===== config.mk =====
export PLATFORM = sky130hd
export DESIGN_NAME = sha256_byte_stream_hasher
export DESIGN_NICKNAME = d
export VERILOG_FILES = /design/src/rtl/sha_pkg.sv /design/src/rtl/sha_buf_ram.sv /design/src/rtl/sha_round.sv /design/src/rtl/sha256_byte_stream_hasher.sv
export SDC_FILE = /design/constraint.sdc
export NUM_CORES = 2
export LEC_CHECK = 0
export ABC_CLOCK_PERIOD_IN_PS = 15200
export CAP_MARGIN = 20
export CORE_UTILIZATION = 30
export DETAILED_ROUTE_END_ITERATION = 8
export DONT_BUFFER_PORTS = 1
export GPL_ROUTABILITY_DRIVEN = 0
export PLACE_DENSITY = 0.52
export SYNTH_ARGS = -nofsm -noshare
export SYNTH_HDL_FRONTEND = slang
export SYNTH_SLANG_ARGS = --single-unit

===== constraint.sdc =====
create_clock -name clk -period 15.2 [get_ports clk]
set_input_delay 2.28 -clock clk [delete_from_list [all_inputs] [get_ports clk]]
set_output_delay 2.28 -clock clk [all_outputs]
set_load 0.02 [all_outputs]

===== src/rtl/sha_pkg.sv =====
package sha_pkg;

    typedef struct packed {
        logic [7:0] data_byte;
        logic       has_byte;
        logic       end_of_message;
    } sha_in_t;

    typedef struct packed {
        logic [31:0] digest_word;
        logic [2:0]  word_index;
        logic        last_word;
    } sha_out_t;

    typedef enum logic [2:0] {
        ST_IDLE,
        ST_LOAD,
        ST_ROUND,
        ST_FOLD,
        ST_PAD,
        ST_EMIT
    } sha_state_t;

    localparam logic [31:0] INIT_VECTOR [8] = '{
        32'h6a09e667, 32'hbb67ae85, 32'h3c6ef372, 32'ha54ff53a,
        32'h510e527f, 32'h9b05688c, 32'h1f83d9ab, 32'h5be0cd19
    };

    localparam logic [31:0] ROUND_K [64] = '{
        32'h428a2f98, 32'h71374491, 32'hb5c0fbcf, 32'he9b5dba5,
        32'h3956c25b, 32'h59f111f1, 32'h923f82a4, 32'hab1c5ed5,
        32'hd807aa98, 32'h12835b01, 32'h243185be, 32'h550c7dc3,
        32'h72be5d74, 32'h80deb1fe, 32'h9bdc06a7, 32'hc19bf174,
        32'he49b69c1, 32'hefbe4786, 32'h0fc19dc6, 32'h240ca1cc,
        32'h2de92c6f, 32'h4a7484aa, 32'h5cb0a9dc, 32'h76f988da,
        32'h983e5152, 32'ha831c66d, 32'hb00327c8, 32'hbf597fc7,
        32'hc6e00bf3, 32'hd5a79147, 32'h06ca6351, 32'h14292967,
        32'h27b70a85, 32'h2e1b2138, 32'h4d2c6dfc, 32'h53380d13,
        32'h650a7354, 32'h766a0abb, 32'h81c2c92e, 32'h92722c85,
        32'ha2bfe8a1, 32'ha81a664b, 32'hc24b8b70, 32'hc76c51a3,
        32'hd192e819, 32'hd6990624, 32'hf40e3585, 32'h106aa070,
        32'h19a4c116, 32'h1e376c08, 32'h2748774c, 32'h34b0bcb5,
        32'h391c0cb3, 32'h4ed8aa4a, 32'h5b9cca4f, 32'h682e6ff3,
        32'h748f82ee, 32'h78a5636f, 32'h84c87814, 32'h8cc70208,
        32'h90befffa, 32'ha4506ceb, 32'hbef9a3f7, 32'hc67178f2
    };

    localparam logic [7:0] PAD_BYTE = 8'h80;

    function automatic logic [31:0] rotr(input logic [31:0] x, input int n);
        rotr = (x >> n) | (x << (32 - n));
    endfunction

endpackage


===== src/rtl/sha_buf_ram.sv =====
module sha_buf_ram
    import sha_pkg::*;
(
    input  logic        clk,
    input  logic        wr_en,
    input  logic [3:0]  wr_word,
    input  logic [1:0]  wr_lane,
    input  logic [7:0]  wr_data,
    input  logic [3:0]  rd_word,
    output logic [31:0] rd_data
);

    logic [7:0] mem_b0 [16];
    logic [7:0] mem_b1 [16];
    logic [7:0] mem_b2 [16];
    logic [7:0] mem_b3 [16];

    always_ff @(posedge clk)
    begin
        if (wr_en && wr_lane == 2'd0)
        begin
            mem_b0[wr_word] <= wr_data;
        end
        if (wr_en && wr_lane == 2'd1)
        begin
            mem_b1[wr_word] <= wr_data;
        end
        if (wr_en && wr_lane == 2'd2)
        begin
            mem_b2[wr_word] <= wr_data;
        end
        if (wr_en && wr_lane == 2'd3)
        begin
            mem_b3[wr_word] <= wr_data;
        end
        rd_data <= {mem_b0[rd_word], mem_b1[rd_word], mem_b2[rd_word], mem_b3[rd_word]};
    end

endmodule


===== src/rtl/sha_round.sv =====
module sha_round
    import sha_pkg::*;
(
    input  logic        clk,
    input  logic        rst_n,
    input  logic        start,
    input  logic        fold,
    input  logic        reinit,
    input  logic        step,
    input  logic [5:0]  round,
    input  logic [31:0] msg_word,
    input  logic [2:0]  out_sel,
    output logic [31:0] hash_out
);

    logic [31:0] hash_reg [8];
    logic [31:0] var_reg [8];
    logic [31:0] win_reg [16];
    logic [31:0] w_now, s0, s1, t1, t2, a, e, w2, w7, w15, w16;

    assign w2  = win_reg[14];
    assign w7  = win_reg[9];
    assign w15 = win_reg[1];
    assign w16 = win_reg[0];
    assign s1  = rotr(w2, 17) ^ rotr(w2, 19) ^ (w2 >> 10);
    assign s0  = rotr(w15, 7) ^ rotr(w15, 18) ^ (w15 >> 3);
    assign w_now = (round < 6'd16) ? msg_word : (s1 + w7 + s0 + w16);
    assign a = var_reg[0];
    assign e = var_reg[4];
    assign t1 = var_reg[7] + (rotr(e, 6) ^ rotr(e, 11) ^ rotr(e, 25))
              + ((e & var_reg[5]) ^ (~e & var_reg[6])) + ROUND_K[round] + w_now;
    assign t2 = (rotr(a, 2) ^ rotr(a, 13) ^ rotr(a, 22))
              + ((a & var_reg[1]) ^ (a & var_reg[2]) ^ (var_reg[1] & var_reg[2]));
    assign hash_out = hash_reg[out_sel];

    always_ff @(posedge clk or negedge rst_n)
    begin
        if (!rst_n)
        begin
            for (int i = 0; i < 8; i++)
            begin
                hash_reg[i] <= INIT_VECTOR[i];
            end
        end
        else if (reinit)
        begin
            for (int i = 0; i < 8; i++)
            begin
                hash_reg[i] <= INIT_VECTOR[i];
            end
        end
        else if (fold)
        begin
            for (int i = 0; i < 8; i++)
            begin
                hash_reg[i] <= hash_reg[i] + var_reg[i];
            end
        end
    end

    always_ff @(posedge clk)
    begin
        if (start)
        begin
            for (int i = 0; i < 8; i++)
            begin
                var_reg[i] <= hash_reg[i];
            end
        end
        else if (step)
        begin
            var_reg[7] <= var_reg[6];
            var_reg[6] <= var_reg[5];
            var_reg[5] <= var_reg[4];
            var_reg[4] <= var_reg[3] + t1;
            var_reg[3] <= var_reg[2];
            var_reg[2] <= var_reg[1];
            var_reg[1] <= var_reg[0];
            var_reg[0] <= t1 + t2;
            for (int i = 0; i < 15; i++)
            begin
                win_reg[i] <= win_reg[i + 1];
            end
            win_reg[15] <= w_now;
        end
    end

endmodule


===== src/rtl/sha256_byte_stream_hasher.sv =====
// Channel  Direction  Payload    Handshake
// in       input      sha_in_t   in_valid / in_ready
// out      output     sha_out_t  out_valid / out_ready
//
// Each accepted byte is written to the block memory.
// The 64th byte starts a compression: a load step that reads the first word, 64 rounds, then a fold.
// The end mark pads through the same memory port, one byte a cycle, then compresses once or twice.
// Eight digest words follow, one per transfer; out_ready stalls them.
// Reset loads the initial hash vector and clears the counters.
module sha256_byte_stream_hasher
    import sha_pkg::*;
(
    input  logic     clk,
    input  logic     rst_n,
    input  logic     in_valid,
    output logic     in_ready,
    input  sha_in_t  in_data,
    output logic     out_valid,
    input  logic     out_ready,
    output sha_out_t out_data
);

    sha_state_t state_reg, state_next;
    logic [5:0]  fill_reg, fill_next;
    logic [63:0] len_reg, len_next;
    logic [63:0] total_reg, total_next;
    logic        fin_reg, fin_next;
    logic        mark_reg, mark_next;
    logic        lblk_reg, lblk_next;
    logic [5:0]  cnt_reg, cnt_next;
    logic [2:0]  widx_reg, widx_next;

    logic        wr_en;
    logic [5:0]  wr_addr;
    logic [7:0]  wr_data;
    logic [3:0]  rd_word;
    logic [31:0] rd_data;
    logic        start, fold, reinit, step;
    logic [7:0]  len_byte;

    assign len_byte = 8'(total_reg >> {~fill_reg[2:0], 3'd0});

    sha_buf_ram u_ram (
        .clk     (clk),
        .wr_en   (wr_en),
        .wr_word (wr_addr[5:2]),
        .wr_lane (wr_addr[1:0]),
        .wr_data (wr_data),
        .rd_word (rd_word),
        .rd_data (rd_data)
    );

    sha_round u_round (
        .clk      (clk),
        .rst_n    (rst_n),
        .start    (start),
        .fold     (fold),
        .reinit   (reinit),
        .step     (step),
        .round    (cnt_reg),
        .msg_word (rd_data),
        .out_sel  (widx_reg),
        .hash_out (out_data.digest_word)
    );

    assign out_data.word_index = widx_reg;
    assign out_data.last_word  = (widx_reg == 3'd7);

    always_ff @(posedge clk or negedge rst_n)
    begin
        if (!rst_n)
        begin
            state_reg <= ST_IDLE;
            fill_reg  <= '0;
            len_reg   <= '0;
            total_reg <= '0;
            fin_reg   <= 1'b0;
            mark_reg  <= 1'b0;
            lblk_reg  <= 1'b0;
            cnt_reg   <= '0;
            widx_reg  <= '0;
        end
        else
        begin
            state_reg <= state_next;
            fill_reg  <= fill_next;
            len_reg   <= len_next;
            total_reg <= total_next;
            fin_reg   <= fin_next;
            mark_reg  <= mark_next;
            lblk_reg  <= lblk_next;
            cnt_reg   <= cnt_next;
            widx_reg  <= widx_next;
        end
    end

    always_comb
    begin
        state_next = state_reg;
        fill_next  = fill_reg;
        len_next   = len_reg;
        total_next = total_reg;
        fin_next   = fin_reg;
        mark_next  = mark_reg;
        lblk_next  = lblk_reg;
        cnt_next   = cnt_reg;
        widx_next  = widx_reg;
        in_ready   = 1'b0;
        out_valid  = 1'b0;
        wr_en      = 1'b0;
        wr_addr    = fill_reg;
        wr_data    = in_data.data_byte;
        rd_word    = cnt_reg[3:0];
        start      = 1'b0;
        fold       = 1'b0;
        reinit     = 1'b0;
        step       = 1'b0;
        unique case (state_reg)
            ST_IDLE:
            begin
                in_ready = 1'b1;
                if (in_valid)
                begin
                    if (in_data.has_byte)
                    begin
                        wr_en = 1'b1;
                        fill_next = fill_reg + 6'd1;
                    end
                    if (in_data.end_of_message)
                    begin
                        fin_next = 1'b1;
                        mark_next = 1'b1;
                        lblk_next = 1'b0;
                        total_next = len_reg
                            + {54'd0, ({1'b0, fill_reg} + 7'(in_data.has_byte)), 3'd0};
                        state_next = ST_PAD;
                    end
                    if (in_data.has_byte && fill_reg == 6'd63)
                    begin
                        len_next = len_reg + 64'd512;
                        cnt_next = '0;
                        state_next = ST_LOAD;
                    end
                end
            end
            ST_PAD:
            begin
                wr_en = 1'b1;
                fill_next = fill_reg + 6'd1;
                mark_next = 1'b0;
                lblk_next = lblk_reg | (mark_reg && fill_reg < 6'd56);
                priority if (mark_reg)
                begin
                    wr_data = PAD_BYTE;
                end
                else if (lblk_reg && fill_reg >= 6'd56)
                begin
                    wr_data = len_byte;
                end
                else
                begin
                    wr_data = 8'd0;
                end
                if (fill_reg == 6'd63)
                begin
                    cnt_next = '0;
                    state_next = ST_LOAD;
                end
            end
            ST_LOAD:
            begin
                rd_word = 4'd0;
                start = 1'b1;
                state_next = ST_ROUND;
            end
            ST_ROUND:
            begin
                step = 1'b1;
                rd_word = 4'(cnt_reg[3:0] + 4'd1);
                cnt_next = cnt_reg + 6'd1;
                if (cnt_reg == 6'd63)
                begin
                    state_next = ST_FOLD;
                end
            end
            ST_FOLD:
            begin
                fold = 1'b1;
                widx_next = '0;
                priority if (!fin_reg)
                begin
                    state_next = ST_IDLE;
                end
                else if (lblk_reg)
                begin
                    state_next = ST_EMIT;
                end
                else
                begin
                    lblk_next = 1'b1;
                    state_next = ST_PAD;
                end
            end
            ST_EMIT:
            begin
                out_valid = 1'b1;
                if (out_ready)
                begin
                    widx_next = widx_reg + 3'd1;
                    if (widx_reg == 3'd7)
                    begin
                        reinit = 1'b1;
                        fill_next = '0;
                        len_next = '0;
                        fin_next = 1'b0;
                        mark_next = 1'b0;
                        lblk_next = 1'b0;
                        state_next = ST_IDLE;
                    end
                end
            end
            default:
            begin
                state_next = ST_IDLE;
            end
        endcase
    end

`ifndef SYNTH
    a_out_only_emit: assert property (@(posedge clk) disable iff (!rst_n)
        out_valid |-> state_reg == ST_EMIT) else $error("out_valid outside emit");
    a_no_in_busy: assert property (@(posedge clk) disable iff (!rst_n)
        in_ready |-> !out_valid) else $error("input taken during output");
    a_round_len: assert property (@(posedge clk) disable iff (!rst_n)
        state_reg == ST_LOAD |=> state_reg == ST_ROUND && cnt_reg == 6'd0)
        else $error("bad round start");
    a_out_hold: assert property (@(posedge clk) disable iff (!rst_n)
        out_valid && !out_ready |=> out_valid && $stable(out_data))
        else $error("output changed while stalled");
`endif

endmodule

Word level (Yosys, flattened, before mapping):

Memory sizes are Yosys's and may differ from the RTL's. A register that Yosys moved wholly into a read port is not among the register bits.
Cells that the tools add are included.

* add/sub/neg operators: 25
* $lt $le $gt $ge: 5
* equal/unequal tests: 21
* shift operators: 1
* multiplexer cells: 80
* bitwise operators: 39
* reduce and logical (&&, ||, !) cells: 24

Operator list (number)
* 32-bit adder: 18
* 256-bit two-way mux: 2
* 32-bit two-way mux: 13
* 32-bit bitwise XOR: 9
* 64-bit two-way mux: 4
* 32-bit AND: 5
* 64-bit one-hot mux with 2 select lines: 1
* 32-bit binary-select mux with 3-bit select: 1
* 64-bit by 10-bit adder with 64-bit output: 1
* 64-bit by 10-bit adder with 64-bit output (second input constant): 1
* 64-bit by 6-bit >> shifter with 8-bit output: 1
* 6-bit two-way mux: 7
* 6-bit one-hot mux with 3 select lines: 2
* 32-bit inverter: 1
* 10-bit by 32-bit OR with 32-bit output: 1
* 13-bit by 32-bit OR with 32-bit output: 1
* 14-bit by 32-bit OR with 32-bit output: 1
* 15-bit by 32-bit OR with 32-bit output: 1
* 19-bit by 32-bit OR with 32-bit output: 1
* 21-bit by 32-bit OR with 32-bit output: 1
* 25-bit by 32-bit OR with 32-bit output: 1
* 26-bit by 32-bit OR with 32-bit output: 1
* 30-bit by 32-bit OR with 32-bit output: 1
* 7-bit by 32-bit OR with 32-bit output: 1
* other kinds (43): 119

* register bits: 405
* bits in writable memories: 1280
* ROM bits: 2048
* bits of input ports: 14
* output and inout port bits: 38
* word-level logic and storage cells: 219
* memories: 7

Memories
* (name not given): depth 64, bits a word 32, read ports 1, clocked after memory_dff 0, write ports 0, line sha_round.sv:31 `+ ((e & var_reg[5]) ^ (~e & var_reg[6])) + ROUND_K[round] + w_now;`
* u_round.win_reg: depth 16, bits a word 32, read ports 16, clocked after memory_dff 0, write ports 16, line sha_round.sv:18 `logic [31:0] win_reg [16];`
* u_round.var_reg: depth 8, bits a word 32, read ports 8, clocked after memory_dff 0, write ports 8, line sha_round.sv:17 `logic [31:0] var_reg [8];`
* u_ram.mem_b0: depth 16, bits a word 8, read ports 1, clocked after memory_dff 1, write ports 1, line sha_buf_ram.sv:13 `logic [7:0] mem_b0 [16];`
* u_ram.mem_b1: depth 16, bits a word 8, read ports 1, clocked after memory_dff 1, write ports 1, line sha_buf_ram.sv:14 `logic [7:0] mem_b1 [16];`
* u_ram.mem_b2: depth 16, bits a word 8, read ports 1, clocked after memory_dff 1, write ports 1, line sha_buf_ram.sv:15 `logic [7:0] mem_b2 [16];`
* +1 memories

Longest topological paths before layout:

An unclocked memory read counts as a cell.

* depth after elaboration: 11
* gate-level depth with buffers: 44
* gate-level depth less buffers: 42

By module:

From an unflattened synthesis, not the netlist that was laid out.

* cells, all modules: 8202
* area, all modules: 94535.7 um^2

By module, submodules not included
* sha_round: instances 1, cells each 6273, area an instance 65751.8 um^2, seq. area each 29638.4 um^2
* sha_buf_ram: instances 1, cells each 910, area an instance 20116.8 um^2, seq. area each 16015.4 um^2
* sha256_byte_stream_hasher: instances 1, cells each 1019, area an instance 8667.1 um^2, seq. area each 3428.3 um^2

Worst setup path before layout:

OpenSTA, ideal clock, no wires.

* path type: register to register
* start: register state_reg[1]
* end: memory u_round.win_reg[0][0] (enable)
* setup time: 1.076 ns
* data arrival time: 15.337 ns
* required time: 14.124 ns
* slack: -1.213 ns
* cell stages (with the launch flop): 8
* buffers on the path: 4
* clock period less this slack: 16.413 ns
* cell sequence: dfrtp_1 > clkbuf_1 > nand2b_1 > or2_2 > buf_2 > clkinv_1 > clkbuf_1 > clkbuf_1

RTL lines
* from (decl): line sha256_byte_stream_hasher.sv:23 `sha_state_t state_reg, state_next;`
* from (signal assigned): line sha256_byte_stream_hasher.sv:85 `state_reg <= state_next;`
* to (decl): line sha_round.sv:18

==> key figures <==
Routing
  – Wire per inst: around 23 um
  – Drt drc: 0
  – Via count: 66.85k
  – Routed Antenna Nets: 0
  – Vias per cell: 5.241
  – Drt total wl: 289.7 mm
  – Initial DRC count: 7,540
  – Drt pass-1 iters: 7

Logic synthesis
  – Number of library cell types mapped by synthesis: 93
  – Post-Syn Instances: roughly 8.6k
  – YS warnings: 0
  – Area leader, netlist: edfxtp_1
  – Post-Syn Area per Cell: 10.91 um^2
  – Share of Yosys cell area claimed by the top area cell type: 40.83%
  – Post-synth EDFFs: roughly 1.3k
  – Syn nets: 9,238
  – Main flop type after synthesis: edfxtp_1
  – Synthesized area: about 0.094 mm^2
  – Sequential fraction of the synthesis area: between 50% and 60%
  – Yosys reg bits: 1,705
  – Async SR Flop Fraction: 23.05%
  – Synth top area cells: edfxtp_1 (41%), dfrtp_1 (6.8%), nand2_1 (5.4%)

Timing
  – Slew headroom: -43.91%
  – Final Skew: 86.33 ps
  – RSZ-0062 raised after global routing: false
  – Final Max Slew Viols: roughly 200
  – Worst-Margin Slew: around 2200 ps
  – Post-layout min period: 11,120 ps
  – Max Clock Freq: about 0.090 GHz
  – Crit share post-route: about 73%
  – Final setup viols: 0
  – Setup TNS: 0 ps
  – Fin. Hold Viols: 0

Hold path
  – Worst Hold Class: reg -> reg
  – Hold Path Cell Cnt: 0
  – Hold wc startpoint: u_round.win_reg[1][185]
  – Hold path endpoint: u_round.win_reg[1][153]

Outcome
  – Failing checks: slew limit
  – Outcome: complete, but fails checks

Global routing
  – Grt ovf: 0
  – Largest net degree at the start of global routing: 394
  – Vias in the first global route: about 65k
  – Initial antenna violation count: 6
  – Total GRT Usage: 18.02%
  – Global-route wire length before repair: 432.4 mm

Critical path
  – Crit end category: flip-flop
  – Worst reg2reg path depth: 39
  – Flop2flop setup slack: between 4000 and 5000 ps
  – Crit-path max FO: 24
  – Worst r2r src: cnt_reg[0]
  – FF-to-FF End: u_round.var_reg[0][31]
  – CP dominant cell by count: a21oi_1
  – CP Data Arrival Time: 11,720 ps
  – Crit start category: flip-flop
  – CP max stage cell: ha_1
  – Largest stage delay, worst path: 930 ps
  – Critical path class: reg -> reg
  – Critical path data required time: 15,790 ps

Die
  – Die W: roughly 560 um
  – Initial cell density of the core: between 30% and 40%
  – # IOs: 52
  – Die ar.: approximately 0.32 mm^2
  – Core Area: 0.3119 mm^2
  – Die span in y: 562.2 um
  – Rows: 205

CTS
  – Post-CTS Setup Bufs: 0
  – Num CTS Buffers: a little under 200
  – Skew-Pair Late Insertion Delay: slightly below 900 ps
  – Clk buf depth: 3
  – Htree depth: 4
  – Hold_buf cts: 0
  – Clock root buffer: clkbuf_16
  – CTS tree: done
  – Clock sinks: 1,705
  – Quantity of gates resized following cts: 0
  – CTS clk-pin slew, worst paths: 60 ps

Run
  – Max-Cap Viols: 0

Finish
  – Max FFs per register: 512
  – Layout area overhead: 11.68%
  – Final Net Count: a little over 9k
  – Filler instances: roughly 31k
  – Layout cells sized above 1: 8.140%

Place
  – Post-DP HPWL: 200.1 mm
  – PortBufs: 0
[cells in the final DEF, fill, tap and decap left out, types with 109 or more instances in the layout]
cell / netlist / layout
nor2_1: 436 / 433
dfrtp_1: 257 / 250
a21oi_1: 558 / 558
o21ai_0: 560 / 549
a211oi_1: 188 / 188
nand2_1: 1351 / 1350
xor2_1: 279 / 279
a31oi_1: 109 / 109
clkbuf_16: 0 / 194
xnor2_1: 407 / 407
edfxtp_1: 1280 / 1280
nand3_1: 189 / 187
a21o_1: 223 / 223
ha_1: 401 / 401
and2_1: 123 / 123
fa_1: 195 / 195
dfstp_2: 136 / 136
nor3_1: 129 / 128
inv_1: 372 / 371
[cells in the mapped netlist, types with 65 or more instances]
cell type and n:
dfstp_2 136, nor2_1 436, xor2_1 279, and2_1 123, a211oi_1 188, a311oi_1 77, nand2b_1 65, a21o_1 223
ha_1 401, xnor2_1 407, a31oi_1 109, edfxtp_1 1280, o21ai_0 560, fa_1 195, nand3_1 189, a21oi_1 558
nor3_1 129, dfrtp_1 257, nand2_1 1351, mux4_2 78, clkbuf_1 413, inv_1 372
[worst max-delay path by stage]
stage / start / to / slack [ps] / cells after the start
2_1_floorplan: cnt_reg[0] / u_round.var_reg[0][31] / 5950 / 42
3_3_place_gp: cnt_reg[0] / u_round.var_reg[0][31] / 4130 / 39
3_5_place_dp: cnt_reg[0] / u_round.var_reg[0][31] / 4330 / 39
4_1_cts: cnt_reg[0] / u_round.var_reg[0][31] / 4310 / 39
5_1_grt: cnt_reg[0] / u_round.var_reg[0][31] / 3620 / 39
6_report: cnt_reg[0] / u_round.var_reg[0][31] / 4080 / 39
[area by class of cell]
type / count / area [um^2] / area share, %
Clock buffer: 254 / 5230 / 4.974
Antenna cell: 2 / 5.005 / 0.004760
Tap cell: 4140 / 5180 / 4.927
Timing Repair Buffer: 79 / 658.1 / 0.6260
Sequential cell: 1705 / 49100 / 46.70
Inverter: 377 / 1430 / 1.360
Multi-Input combinational cell: 6086 / 42100 / 40.04
Clock inverter: 111 / 1439 / 1.369
[routing by layer]
| layer | GRT usage, % | routed length, um | share of wire [%] | vias up |
|---|---|---|---|---|
| li1 | - | - | - | 30580 |
| met1 | 25.33 | 130700 | 45 | 33480 |
| met2 | 28.34 | 131400 | 45 | 2321 |
| met3 | 3.209 | 18990 | 6.6 | 461 |
| met4 | 5.127 | 8519 | 2.9 | 4 |
| met5 | 0 | 30 | 0.010 | - |
[through the flow]
step / setup WS [ps] / area (um^2) / instances / utilization (%) / hold WS, ps
final: 4076 / 105100 / 12750 / 33.71 / 405.4
after CTS: 4311 / 105100 / 12750 / 33.70 / 401.0
after global placement: 4133 / 98430 / 12380 / 31.56 / 400.5
after global routing: 3625 / 105100 / 12750 / 33.71 / 404.3
after detailed placement: 4331 / 98450 / 12390 / 31.57 / 404.5
after floorplan: 5950 / 94140 / 8628 / - / 400.3
[worst max-delay path: cells and delay by family (launching register included)]
kind,cells,cell delay [ps]
AOI/OAI and AO/OA,22,4550
adders and majority gates,8,4050
DFF,1,850
buffers and inverters,4,650
and+or+nand+nor,3,440
xor gates and xnor gates,2,290
[logic make-up after synthesis]
kind of cell / after synthesis / share of synthesized area, %
and+or+nand+nor: 2573 / 12.05
DFF: 1705 / 52.14
adders and majority gates: 615 / 9.678
other: 1 / 0.003983
buffers and inverters: 837 / 3.355
muxes: 159 / 2.779
xor gates and xnor gates: 687 / 6.407
AOI/OAI and AO/OA: 2051 / 13.59
Power is not shown: default switching activity piles up to over one toggle a cycle in this logic, so the estimate is an artifact.
